### src/rtl/bblr_pkg.sv
// ============================================================================
// bblr_pkg - shared types and constants of the RGB line box blur
// Field widths, register codes and the records carried between the
// window, divider and control parts of the block.
// ============================================================================
package bblr_pkg;

    localparam int CHAN_W     = 8;   // one color channel
    localparam int SUM_W      = 14;  // 63 * 255 fits
    localparam int RADIUS_W   = 5;
    localparam int DIV_W      = 6;   // 2*radius+1
    localparam int LEN_W      = 13;
    localparam int CFG_IDX_W  = 2;
    localparam int CFG_DATA_W = 13;
    localparam int Q_BITS     = 8;   // quotient bits, one per divider cell

    localparam logic [CFG_IDX_W-1:0] REG_LINE_LENGTH = CFG_IDX_W'(0);
    localparam logic [CFG_IDX_W-1:0] REG_RADIUS      = CFG_IDX_W'(1);

    localparam logic [LEN_W-1:0]    LINE_LENGTH_RESET = LEN_W'(640);
    localparam logic [RADIUS_W-1:0] RADIUS_RESET      = RADIUS_W'(1);

    typedef struct packed {
        logic [CHAN_W-1:0] red;
        logic [CHAN_W-1:0] green;
        logic [CHAN_W-1:0] blue;
    } pixel_t;

    typedef struct packed {
        logic [SUM_W-1:0] red;
        logic [SUM_W-1:0] green;
        logic [SUM_W-1:0] blue;
    } sum_t;

    // one entry of the divider pipeline
    typedef struct packed {
        logic   valid;
        logic   line_end;
        logic   run_last;
        sum_t   rem;
        pixel_t quo;
    } div_stage_t;

endpackage

### src/rtl/bblr_pix_if.sv
// ============================================================================
// bblr_pix_if - input pixel channel
// Valid/ready channel carrying one RGB pixel per transaction.
// ============================================================================
interface bblr_pix_if;

    logic                       valid;
    logic                       ready;
    logic [bblr_pkg::CHAN_W-1:0] red_in;
    logic [bblr_pkg::CHAN_W-1:0] green_in;
    logic [bblr_pkg::CHAN_W-1:0] blue_in;

    modport source (output valid, output red_in, output green_in, output blue_in,
                    input ready);
    modport sink   (input valid, input red_in, input green_in, input blue_in,
                    output ready);

endinterface

### src/rtl/bblr_res_if.sv
// ============================================================================
// bblr_res_if - blurred pixel channel
// Valid/ready channel carrying one blurred pixel and its markers.
// ============================================================================
interface bblr_res_if;

    logic                       valid;
    logic                       ready;
    logic [bblr_pkg::CHAN_W-1:0] red_out;
    logic [bblr_pkg::CHAN_W-1:0] green_out;
    logic [bblr_pkg::CHAN_W-1:0] blue_out;
    logic                       line_end;
    logic                       run_last;

    modport source (output valid, output red_out, output green_out, output blue_out,
                    output line_end, output run_last, input ready);
    modport sink   (input valid, input red_out, input green_out, input blue_out,
                    input line_end, input run_last, output ready);

endinterface

### src/rtl/bblr_cfg_if.sv
// ============================================================================
// bblr_cfg_if - configuration write channel
// Valid/ready channel carrying a register index and write data.
// ============================================================================
interface bblr_cfg_if;

    logic                           valid;
    logic                           ready;
    logic [bblr_pkg::CFG_IDX_W-1:0]  index;
    logic [bblr_pkg::CFG_DATA_W-1:0] data;

    modport source (output valid, output index, output data, input ready);
    modport sink   (input valid, input index, input data, output ready);

endinterface

### src/rtl/bblr_win_cell.sv
// ============================================================================
// bblr_win_cell - one cell of the pixel delay line
// Takes its neighbor's pixel on each shift, or the new pixel when it is
// the insertion point set by the window width.
// ============================================================================
module bblr_win_cell (
    input  logic             clk,
    input  logic             shift,
    input  logic             load,
    input  bblr_pkg::pixel_t new_px,
    input  bblr_pkg::pixel_t next_px,
    output bblr_pkg::pixel_t px
);

    bblr_pkg::pixel_t px_reg;

    always_ff @(posedge clk)
    begin
        if (shift)
        begin
            px_reg <= load ? new_px : next_px;
        end
    end

    assign px = px_reg;

endmodule

### src/rtl/bblr_div_cell.sv
// ============================================================================
// bblr_div_cell - one restoring division step for three channels
// Tries to subtract the pre-shifted divisor from each remainder and shifts
// the resulting quotient bit in from the right.
// ============================================================================
module bblr_div_cell (
    input  logic                        clk,
    input  logic                        rst_n,
    input  logic                        advance,
    input  logic [bblr_pkg::SUM_W:0]    divisor,
    input  bblr_pkg::div_stage_t        stage_in,
    output bblr_pkg::div_stage_t        stage_out
);

    bblr_pkg::div_stage_t stage_reg;
    bblr_pkg::div_stage_t stage_next;
    logic [bblr_pkg::SUM_W:0] tr_red;
    logic [bblr_pkg::SUM_W:0] tr_green;
    logic [bblr_pkg::SUM_W:0] tr_blue;

    assign tr_red   = {1'b0, stage_in.rem.red}   - divisor;
    assign tr_green = {1'b0, stage_in.rem.green} - divisor;
    assign tr_blue  = {1'b0, stage_in.rem.blue}  - divisor;

    always_comb
    begin
        stage_next = stage_in;
        stage_next.rem.red   = tr_red[bblr_pkg::SUM_W]
                             ? stage_in.rem.red : tr_red[bblr_pkg::SUM_W-1:0];
        stage_next.rem.green = tr_green[bblr_pkg::SUM_W]
                             ? stage_in.rem.green : tr_green[bblr_pkg::SUM_W-1:0];
        stage_next.rem.blue  = tr_blue[bblr_pkg::SUM_W]
                             ? stage_in.rem.blue : tr_blue[bblr_pkg::SUM_W-1:0];
        stage_next.quo.red   = {stage_in.quo.red[bblr_pkg::CHAN_W-2:0],
                                ~tr_red[bblr_pkg::SUM_W]};
        stage_next.quo.green = {stage_in.quo.green[bblr_pkg::CHAN_W-2:0],
                                ~tr_green[bblr_pkg::SUM_W]};
        stage_next.quo.blue  = {stage_in.quo.blue[bblr_pkg::CHAN_W-2:0],
                                ~tr_blue[bblr_pkg::SUM_W]};
    end

    always_ff @(posedge clk or negedge rst_n)
    begin
        if (!rst_n)
        begin
            stage_reg <= '0;
        end
        else if (advance)
        begin
            stage_reg <= stage_next;
        end
    end

    assign stage_out = stage_reg;

endmodule

### src/rtl/box_blur_line_rgb_core.sv
// ============================================================================
// box_blur_line_rgb_core - edge-clamped running-sum box blur of RGB lines
// Pixels of a line go in, one blurred pixel per window center comes out.
// ============================================================================
// Usage:
//   pixels  : valid/ready sink, one RGB pixel per transaction, line order.
//   results : valid/ready source, blurred pixel plus line_end (last center
//             of the line) and run_last (last result caused by the input).
//   cfg     : valid/ready write channel; index 0 = line_length, index 1 =
//             radius. A register write restarts the line. Write only while idle.
// Throughput: one pixel per cycle while results are taken. The last pixel
//   of a line flushes the remaining centers, with pixels.ready held low.
// Pipeline: the updated window sum of a transaction enters the divider
//   chain at the accepting edge, then passes through the 8-cell divider
//   chain, one register per quotient bit, before the result appears.
// Reset: line_length = 640, radius = 1, line position 0, pipeline empty.
// Stall: while a result waits on results.ready the sum stage and the whole
//   divider chain hold, and pixels.ready drops in the same cycle.
// ============================================================================
module box_blur_line_rgb_core #(
    parameter int MAX_RADIUS = 31,
    parameter int MAX_LINE   = 4096
) (
    input  logic          clk,
    input  logic          rst_n,
    bblr_cfg_if.sink      cfg,
    bblr_pix_if.sink      pixels,
    bblr_res_if.source    results
);

    // window depth covers the widest box the parameter allows
    localparam int WIN_CELLS = 2 * MAX_RADIUS + 1;
    localparam int POS_W     = $clog2(MAX_LINE);
    // wide enough for line_length, MAX_LINE and position + flush offset
    localparam int CMP_W     = (((POS_W + 1) > bblr_pkg::LEN_W)
                               ? (POS_W + 1) : bblr_pkg::LEN_W) + 1;
    localparam int RAD_CAP   = (MAX_RADIUS < 31) ? MAX_RADIUS : 31;
    localparam int STAGES    = bblr_pkg::Q_BITS;

    typedef enum logic {
        ST_RUN,
        ST_FLUSH
    } state_t;

    state_t                            state_reg,       state_next;
    logic [POS_W-1:0]                  pos_reg,         pos_next;
    logic [bblr_pkg::RADIUS_W-1:0]     step_reg,        step_next;
    bblr_pkg::sum_t                    sum_reg,         sum_next;
    bblr_pkg::pixel_t                  edge_reg,        edge_next;
    bblr_pkg::pixel_t                  hold_reg,        hold_next;
    bblr_pkg::div_stage_t              entry_reg,       entry_next;
    logic [bblr_pkg::LEN_W-1:0]        line_length_reg, line_length_next;
    logic [bblr_pkg::RADIUS_W-1:0]     radius_reg,      radius_next;

    logic [bblr_pkg::RADIUS_W-1:0]     radius_eff;
    logic [bblr_pkg::DIV_W-1:0]        divisor;
    logic [CMP_W-1:0]                  len_raw;
    logic [CMP_W-1:0]                  len_eff;
    logic [CMP_W-1:0]                  pos_x;
    logic [CMP_W-1:0]                  ahead;
    logic                              advance;
    logic                              take_px;
    logic                              flush_go;
    logic                              shift;
    logic                              first;
    logic                              last;
    logic                              cfg_wr;
    bblr_pkg::pixel_t                  x_px;
    bblr_pkg::pixel_t                  add_px;
    bblr_pkg::pixel_t                  drop_px;

    bblr_pkg::pixel_t                  cell_px [WIN_CELLS];
    logic [WIN_CELLS-1:0]              load;

    bblr_pkg::div_stage_t              div_stage [STAGES+1];
    logic [bblr_pkg::SUM_W:0]          div_shifted [STAGES];

    // ------------------------------------------------------------------
    // Effective settings (clamped as the register ranges require)
    // ------------------------------------------------------------------
    assign radius_eff = (radius_reg > bblr_pkg::RADIUS_W'(RAD_CAP))
                      ? bblr_pkg::RADIUS_W'(RAD_CAP) : radius_reg;
    assign divisor    = {radius_eff, 1'b1};

    assign len_raw = CMP_W'(line_length_reg);
    always_comb
    begin
        if (len_raw == '0)
        begin
            len_eff = CMP_W'(1);
        end
        else if (len_raw > CMP_W'(MAX_LINE))
        begin
            len_eff = CMP_W'(MAX_LINE);
        end
        else
        begin
            len_eff = len_raw;
        end
    end

    // ------------------------------------------------------------------
    // Handshakes: the whole pipeline moves when the output slot is free
    // ------------------------------------------------------------------
    assign advance      = !div_stage[STAGES].valid || results.ready;
    assign pixels.ready = advance && (state_reg == ST_RUN);
    assign cfg.ready    = 1'b1;
    assign cfg_wr       = cfg.valid && cfg.ready;
    assign take_px      = pixels.valid && pixels.ready;
    assign flush_go     = advance && (state_reg == ST_FLUSH);
    assign shift        = take_px || flush_go;

    assign x_px   = '{red: pixels.red_in, green: pixels.green_in, blue: pixels.blue_in};
    // during the flush the last pixel keeps entering the window (right edge clamp)
    assign add_px = (state_reg == ST_FLUSH) ? hold_reg : x_px;

    // position of the pixel entering the window this cycle
    assign pos_x = CMP_W'(pos_reg);
    assign ahead = pos_x + ((state_reg == ST_FLUSH) ? CMP_W'(step_reg) : '0);

    // pixel leaving the window: from the delay line once a full window of
    // this line has gone in, else the left edge clamp
    assign drop_px = (ahead >= CMP_W'(divisor)) ? cell_px[0] : edge_reg;

    assign first = (state_reg == ST_RUN) && (pos_reg == '0);
    assign last  = (pos_x + CMP_W'(1)) >= len_eff;

    // ------------------------------------------------------------------
    // Next-state logic
    // ------------------------------------------------------------------
    always_comb
    begin
        state_next       = state_reg;
        pos_next         = pos_reg;
        step_next        = step_reg;
        sum_next         = sum_reg;
        edge_next        = edge_reg;
        hold_next        = hold_reg;
        entry_next       = entry_reg;
        line_length_next = line_length_reg;
        radius_next      = radius_reg;

        // window sums
        if (shift)
        begin
            if (first)
            begin
                edge_next     = x_px;
                sum_next.red   = bblr_pkg::SUM_W'(divisor) * bblr_pkg::SUM_W'(x_px.red);
                sum_next.green = bblr_pkg::SUM_W'(divisor) * bblr_pkg::SUM_W'(x_px.green);
                sum_next.blue  = bblr_pkg::SUM_W'(divisor) * bblr_pkg::SUM_W'(x_px.blue);
            end
            else
            begin
                sum_next.red   = sum_reg.red + bblr_pkg::SUM_W'(add_px.red)
                               - bblr_pkg::SUM_W'(drop_px.red);
                sum_next.green = sum_reg.green + bblr_pkg::SUM_W'(add_px.green)
                               - bblr_pkg::SUM_W'(drop_px.green);
                sum_next.blue  = sum_reg.blue + bblr_pkg::SUM_W'(add_px.blue)
                               - bblr_pkg::SUM_W'(drop_px.blue);
            end
        end

        // entry into the divider chain
        if (advance)
        begin
            entry_next.valid = 1'b0;
            entry_next.rem   = sum_next;
            entry_next.quo   = '0;
            if (take_px)
            begin
                entry_next.valid    = pos_x >= CMP_W'(radius_eff);
                entry_next.line_end = last && (radius_eff == '0);
                entry_next.run_last = !(last && (radius_eff != '0));
            end
            else if (flush_go)
            begin
                entry_next.valid    = ahead >= CMP_W'(radius_eff);
                entry_next.line_end = step_reg == radius_eff;
                entry_next.run_last = step_reg == radius_eff;
            end
        end

        // line sequencing
        if (take_px)
        begin
            if (last)
            begin
                if (radius_eff == '0)
                begin
                    pos_next = '0;
                end
                else
                begin
                    state_next = ST_FLUSH;
                    step_next  = bblr_pkg::RADIUS_W'(1);
                    hold_next  = x_px;
                end
            end
            else
            begin
                pos_next = pos_reg + POS_W'(1);
            end
        end
        else if (flush_go)
        begin
            if (step_reg == radius_eff)
            begin
                state_next = ST_RUN;
                pos_next   = '0;
            end
            else
            begin
                step_next = step_reg + bblr_pkg::RADIUS_W'(1);
            end
        end

        // register writes restart the line
        if (cfg_wr)
        begin
            unique case (cfg.index)
                bblr_pkg::REG_LINE_LENGTH:
                begin
                    line_length_next = cfg.data;
                    pos_next         = '0;
                    state_next       = ST_RUN;
                end
                bblr_pkg::REG_RADIUS:
                begin
                    radius_next = cfg.data[bblr_pkg::RADIUS_W-1:0];
                    pos_next    = '0;
                    state_next  = ST_RUN;
                end
                default:
                begin
                end
            endcase
        end
    end

    always_ff @(posedge clk or negedge rst_n)
    begin
        if (!rst_n)
        begin
            state_reg       <= ST_RUN;
            pos_reg         <= '0;
            step_reg        <= '0;
            sum_reg         <= '0;
            edge_reg        <= '0;
            hold_reg        <= '0;
            entry_reg       <= '0;
            line_length_reg <= bblr_pkg::LINE_LENGTH_RESET;
            radius_reg      <= bblr_pkg::RADIUS_RESET;
        end
        else
        begin
            state_reg       <= state_next;
            pos_reg         <= pos_next;
            step_reg        <= step_next;
            sum_reg         <= sum_next;
            edge_reg        <= edge_next;
            hold_reg        <= hold_next;
            entry_reg       <= entry_next;
            line_length_reg <= line_length_next;
            radius_reg      <= radius_next;
        end
    end

    // ------------------------------------------------------------------
    // Pixel delay line: the new pixel enters at cell 2*radius, so cell 0
    // holds the pixel that went in 2*radius+1 shifts ago.
    // ------------------------------------------------------------------
    genvar gi;
    generate
        for (gi = 0; gi < WIN_CELLS; gi++)
        begin : g_win
            assign load[gi] = (int'(divisor) == (gi + 1));
            if (gi == WIN_CELLS - 1)
            begin : g_tail
                bblr_win_cell u_cell (
                    .clk     (clk),
                    .shift   (shift),
                    .load    (load[gi]),
                    .new_px  (add_px),
                    .next_px (add_px),
                    .px      (cell_px[gi])
                );
            end
            else
            begin : g_body
                bblr_win_cell u_cell (
                    .clk     (clk),
                    .shift   (shift),
                    .load    (load[gi]),
                    .new_px  (add_px),
                    .next_px (cell_px[gi + 1]),
                    .px      (cell_px[gi])
                );
            end
        end
    endgenerate

    // ------------------------------------------------------------------
    // Divider chain: cell k decides quotient bit STAGES-1-k
    // ------------------------------------------------------------------
    assign div_stage[0] = entry_reg;

    generate
        for (gi = 0; gi < STAGES; gi++)
        begin : g_div
            assign div_shifted[gi] = (bblr_pkg::SUM_W + 1)'(divisor) << (STAGES - 1 - gi);
            bblr_div_cell u_div (
                .clk       (clk),
                .rst_n     (rst_n),
                .advance   (advance),
                .divisor   (div_shifted[gi]),
                .stage_in  (div_stage[gi]),
                .stage_out (div_stage[gi + 1])
            );
        end
    endgenerate

    assign results.valid     = div_stage[STAGES].valid;
    assign results.red_out   = div_stage[STAGES].quo.red;
    assign results.green_out = div_stage[STAGES].quo.green;
    assign results.blue_out  = div_stage[STAGES].quo.blue;
    assign results.line_end  = div_stage[STAGES].line_end;
    assign results.run_last  = div_stage[STAGES].run_last;

endmodule

### src/flat_wrapper.sv
// flat-port wrapper written by rule: the top's interface ports become plain ports
module box_blur_line_rgb_core_flat 
#(
    parameter int MAX_RADIUS = 31,
    parameter int MAX_LINE   = 4096
)
  (clk, rst_n, cfg_valid, cfg_index, cfg_data, cfg_ready, pixels_valid, pixels_red_in, pixels_green_in, pixels_blue_in, pixels_ready, results_valid, results_red_out, results_green_out, results_blue_out, results_line_end, results_run_last, results_ready);
  bblr_cfg_if cfg_i ();
  bblr_pix_if pixels_i ();
  bblr_res_if results_i ();
  input  logic clk;
  input  logic rst_n;
  input wire logic [$bits(cfg_i.valid)-1:0] cfg_valid;
  input wire logic [$bits(cfg_i.index)-1:0] cfg_index;
  input wire logic [$bits(cfg_i.data)-1:0] cfg_data;
  output wire logic [$bits(cfg_i.ready)-1:0] cfg_ready;
  input wire logic [$bits(pixels_i.valid)-1:0] pixels_valid;
  input wire logic [$bits(pixels_i.red_in)-1:0] pixels_red_in;
  input wire logic [$bits(pixels_i.green_in)-1:0] pixels_green_in;
  input wire logic [$bits(pixels_i.blue_in)-1:0] pixels_blue_in;
  output wire logic [$bits(pixels_i.ready)-1:0] pixels_ready;
  output wire logic [$bits(results_i.valid)-1:0] results_valid;
  output wire logic [$bits(results_i.red_out)-1:0] results_red_out;
  output wire logic [$bits(results_i.green_out)-1:0] results_green_out;
  output wire logic [$bits(results_i.blue_out)-1:0] results_blue_out;
  output wire logic [$bits(results_i.line_end)-1:0] results_line_end;
  output wire logic [$bits(results_i.run_last)-1:0] results_run_last;
  input wire logic [$bits(results_i.ready)-1:0] results_ready;
  assign cfg_i.valid = cfg_valid;
  assign cfg_i.index = cfg_index;
  assign cfg_i.data = cfg_data;
  assign cfg_ready = cfg_i.ready;
  assign pixels_i.valid = pixels_valid;
  assign pixels_i.red_in = pixels_red_in;
  assign pixels_i.green_in = pixels_green_in;
  assign pixels_i.blue_in = pixels_blue_in;
  assign pixels_ready = pixels_i.ready;
  assign results_valid = results_i.valid;
  assign results_red_out = results_i.red_out;
  assign results_green_out = results_i.green_out;
  assign results_blue_out = results_i.blue_out;
  assign results_line_end = results_i.line_end;
  assign results_run_last = results_i.run_last;
  assign results_i.ready = results_ready;
  box_blur_line_rgb_core #(.MAX_RADIUS(MAX_RADIUS), .MAX_LINE(MAX_LINE)) u_core (.clk(clk), .rst_n(rst_n), .cfg(cfg_i), .pixels(pixels_i), .results(results_i));
endmodule
### config.mk
export PLATFORM = sky130hd
export DESIGN_NAME = box_blur_line_rgb_core_flat
export DESIGN_NICKNAME = d
export VERILOG_FILES = /design/src/rtl/bblr_pkg.sv /design/src/rtl/bblr_pix_if.sv /design/src/rtl/bblr_res_if.sv /design/src/rtl/bblr_cfg_if.sv /design/src/rtl/bblr_win_cell.sv /design/src/rtl/bblr_div_cell.sv /design/src/rtl/box_blur_line_rgb_core.sv /design/src/flat_wrapper.sv
export SDC_FILE = /design/constraint.sdc
export NUM_CORES = 2
export LEC_CHECK = 0
export ABC_AREA = 0
export BUFFER_PORTS_ARGS = -buffer_cell sky130_fd_sc_hd__buf_2
export CAP_MARGIN = 5
export CORE_MARGIN = 2
export CORE_UTILIZATION = 45
export DETAILED_ROUTE_END_ITERATION = 7
export SETUP_SLACK_MARGIN = 0.3
export SLEW_MARGIN = 25
export SYNTH_ARGS = -nofsm -noshare
export SYNTH_HDL_FRONTEND = slang
export SYNTH_SLANG_ARGS = --single-unit
### constraint.sdc
create_clock -name clk -period 96.2 [get_ports clk]
set_input_delay 4.81 -clock clk [delete_from_list [all_inputs] [get_ports clk]]
set_output_delay 4.81 -clock clk [all_outputs]
set_load 0.05 [all_outputs]
==> out/summary.json <==
{
  "timing": {
    "hold_viol_final": 0,
    "clock.fmax_mhz": 94.0,
    "maxSlewHeadroom": 0.305,
    "final_critical_path_setup_slack_ps": 85570,
    "period_share": 0.111,
    "report.final.setup_viol": 0,
    "worstMarginPinSlew_ps": 1040,
    "timing.final.crit_period_ps": 10630,
    "max_slew_vio_count": 0,
    "fin_skew_ps": 57.0,
    "setup_total_negative_slack_ps": 0,
    "rsz_0062_raised_after_global_routing": "no"
  },
  "place": {
    "place_ws_ps": 85530,
    "dpl.hpwl_mm": 117,
    "globalplace.congestion": 0.830,
    "port-buffer-count": 71
  },
  "pwr": {
    "power.density_cell_area_nw_per_um2": 37.4,
    "leakage_nw": 40.3,
    "power.ir.vdd_worst_mv": 0.0209,
    "p_clk_frac": 0.223,
    "power.share.sequential": 0.453,
    "pwr-share-comb": 0.325,
    "switching_share": 0.339,
    "net-switching-power_mw": 1.28,
    "internal_power_mw": 2.49
  },
  "min_path": {
    "hold_path.class": "register to register"
  },
  "logic_synthesis": {
    "post_synth_mux_area_share": 0.0192,
    "synth_xor_area_frac": 0.0192,
    "yosys_warn_count": 0,
    "synthDistinctLibCells": 73,
    "dominantRegCellSynth": "sky130_fd_sc_hd__edfxtp_1",
    "syn_area_per_cell_um2": 12.2,
    "yosys.area_share.simple": 0.110,
    "share_of_the_synthesized_area_in_compound_gates_ao_oa_aoi_oai": 0.0925,
    "synth_top_cells_by_count": "1512 x sky130_fd_sc_hd__edfxtp_1, 1255 x sky130_fd_sc_hd__nand2_1, 826 x sky130_fd_sc_hd__nor2_1, 739 x sky130_fd_sc_hd__a21oi_1, 594 x sky130_fd_sc_hd__dfrtp_1",
    "synthesis.area_um2": 90300,
    "total_nets_after_synthesis": 7859,
    "yosys_register_bits": 2109,
    "synth_top_family_by_area": "simple AND/OR/NAND/NOR gates",
    "post_synth_fa_ha_maj_area_fraction": 0.0634,
    "post_synth_main_area_contributors": "sky130_fd_sc_hd__edfxtp_1 50%, sky130_fd_sc_hd__dfrtp_1 16%, sky130_fd_sc_hd__nand2_1 5.2%",
    "synthMostInstantiatedCell": "sky130_fd_sc_hd__edfxtp_1",
    "synth_top_area_frac": 0.503,
    "synth.largest_area_cell": "sky130_fd_sc_hd__edfxtp_1",
    "number_of_cells_produced_by_synthesis": 7430,
    "async_flop_share": 0.283,
    "synth_enable_flop_cells": 1512,
    "synth.yosys.seq_area_share": 0.668
  },
  "clocking": {
    "post-cts-setup-buffer-count": 0,
    "insertion_delay_ps": 870,
    "cts_inserted_buffers": 213,
    "clock_tree.root_cell": "sky130_fd_sc_hd__clkbuf_16",
    "clock_path_buffers": 3,
    "cts_tree": "done",
    "post_cts_resized": 0,
    "cts_hold_repair.buffers": 0,
    "clock_net_sink_count": 2109,
    "cts_htree_levels": 4,
    "clk_pin_slew_worst_paths_ps": 60
  },
  "grt": {
    "globalRouteOverflowTotal": 0,
    "grt_start_max_net_pins": 191,
    "first_pass_grt_wire_length_mm": 305,
    "gr-usage-all-layers": 0.189,
    "grt_pass1_vias": 53400,
    "grt_antenna_before_repair": 18
  },
  "finish": {
    "fill_cell_total_of_the_finished_layout": 17200,
    "fin_util": 0.505,
    "finish.net_count": 7832,
    "area_overhead_vs_synth_pct": 11.7,
    "fraction_of_final_layout_cells_with_drive_strength_greater_than_1": 0.0890,
    "largest_reg_flops": 1488
  },
  "setup_path": {
    "timing.critical_path.fanout_max": 31,
    "cp_data_arrival_time_ps": 5820,
    "worst_ep_required_time_ps": 91390,
    "critical_path.endpoint_type": "primary output",
    "crit_type": "input port to primary output",
    "setup.worst_path.start_class": "input port"
  },
  "routing": {
    "routed_via_density": 5.28,
    "firstDrtPassIters": 6,
    "post_drt_wl_per_cell_um": 18.9,
    "first_iter_violations": 4110,
    "detail-route-antenna-nets": 0,
    "postRouteWirelength_mm": 193,
    "drc": 0,
    "vias": 54100
  },
  "floorplanning": {
    "rows": 164,
    "initial_core_util": 0.452,
    "core_um2": 200000,
    "num_io_pins": 73,
    "die_height_um": 452,
    "design.die.area_um2": 204000,
    "die_w_um": 452
  },
  "job": {
    "max_cap_violations": 0
  },
  "run_status": {
    "outcome": "completed"
  }
}
==> routing by layer <==
layer	GRT usage	up-vias	share of wire	wire (um)
met5	0	-	0.00015	29
met4	0.0500	4	0.021	4060
met3	0.0262	265	0.039	7590
met2	0.306	935	0.47	91200
met1	0.268	27000	0.47	90300
li1	-	25900	-	-
==> cells by family after synthesis <==
kind of cell,after synthesis
and+or+nand+nor,2423
buffers and inverters,620
xor gates and xnor gates,198
other,1
adders and majority gates,385
AOI/OAI and AO/OA,1532
muxes,162
DFF,2109
==> power by group through the flow <==
| stage | Clock [mW] | Combinational, mW | Sequential (mW) |
|---|---|---|---|
| 2_1_floorplan | 0 | 0.949 | 1.95 |
| 3_3_place_gp | 0 | 1.20 | 1.71 |
| 3_5_place_dp | 0 | 1.23 | 1.72 |
| 4_1_cts | 0.860 | 1.24 | 1.71 |
| 5_1_grt | 0.894 | 1.40 | 1.75 |
| 6_report | 0.840 | 1.23 | 1.71 |
==> metrics by stage <==
stage | power [mW] | std cells | hold WS (ps) | area (um^2)
after floorplan | 2.90 | 7430 | 400 | 90300
after global placement | 2.91 | 9840 | 400 | 93600
after detailed placement | 2.95 | 9843 | 405 | 93600
after CTS | 3.81 | 10200 | 374 | 101000
after global routing | 4.05 | 10200 | 392 | 101000
final | 3.77 | 10200 | 371 | 101000
==> worst max-delay path, cell delays in order <==
cell and delay (ps):
sky130_fd_sc_hd__buf_2 120, sky130_fd_sc_hd__nor2b_4 560, sky130_fd_sc_hd__nor2_1 90, sky130_fd_sc_hd__buf_2 240
==> cell usage in the layout (no fill, tap or decap), types with 53 or more instances in the layout <==
cell / instances
sky130_fd_sc_hd__a21oi_1: 739
sky130_fd_sc_hd__and2_1: 64
sky130_fd_sc_hd__ha_1: 264
sky130_fd_sc_hd__mux2i_1: 53
sky130_fd_sc_hd__inv_1: 189
sky130_fd_sc_hd__xor2_1: 62
sky130_fd_sc_hd__fa_1: 121
sky130_fd_sc_hd__buf_4: 100
sky130_fd_sc_hd__nor2_1: 811
sky130_fd_sc_hd__xnor2_1: 136
sky130_fd_sc_hd__o21ai_0: 515
sky130_fd_sc_hd__clkbuf_16: 215
sky130_fd_sc_hd__mux2_2: 84
sky130_fd_sc_hd__buf_2: 70
sky130_fd_sc_hd__nor3_1: 57
sky130_fd_sc_hd__edfxtp_1: 1512
sky130_fd_sc_hd__dfrtp_1: 593
sky130_fd_sc_hd__nand2_1: 1255
sky130_fd_sc_hd__a21o_1: 62
==> path summary, 6_finish.rpt <==
path,start,endpoint,slack (ps),cells past startpoint
setup / recovery,results_ready,pixels_ready,85570,4
setup reg to reg,u_core.state_reg,u_core.div_stage[602],89190,28
max in group asynchronous,rst_n,u_core.g_div[1].u_div.stage_out[41],89930,4
min in group asynchronous,rst_n,u_core.g_div[6].u_div.stage_out[35],3910,1
hold / removal,u_core.g_win[20].g_body.u_cell.px[19],u_core.g_win[19].g_body.u_cell.px[19],370,0
hold reg to reg,u_core.g_win[20].g_body.u_cell.px[19],u_core.g_win[19].g_body.u_cell.px[19],370,0
==> area by class of cell <==
cell class	instances	area [um^2]	area share
Sequential cell	2109	60400	0.598
Multi-Input combinational cell	4701	28000	0.277
Clock buffer	281	5820	0.0577
Tap cell	2656	3320	0.0329
Clock inverter	117	1370	0.0136
Timing Repair Buffer	183	1320	0.0131
Inverter	195	739	0.00733
Antenna cell	4	10.0	0.0000992
No activity file was read; power rests on OpenSTA's default activity.
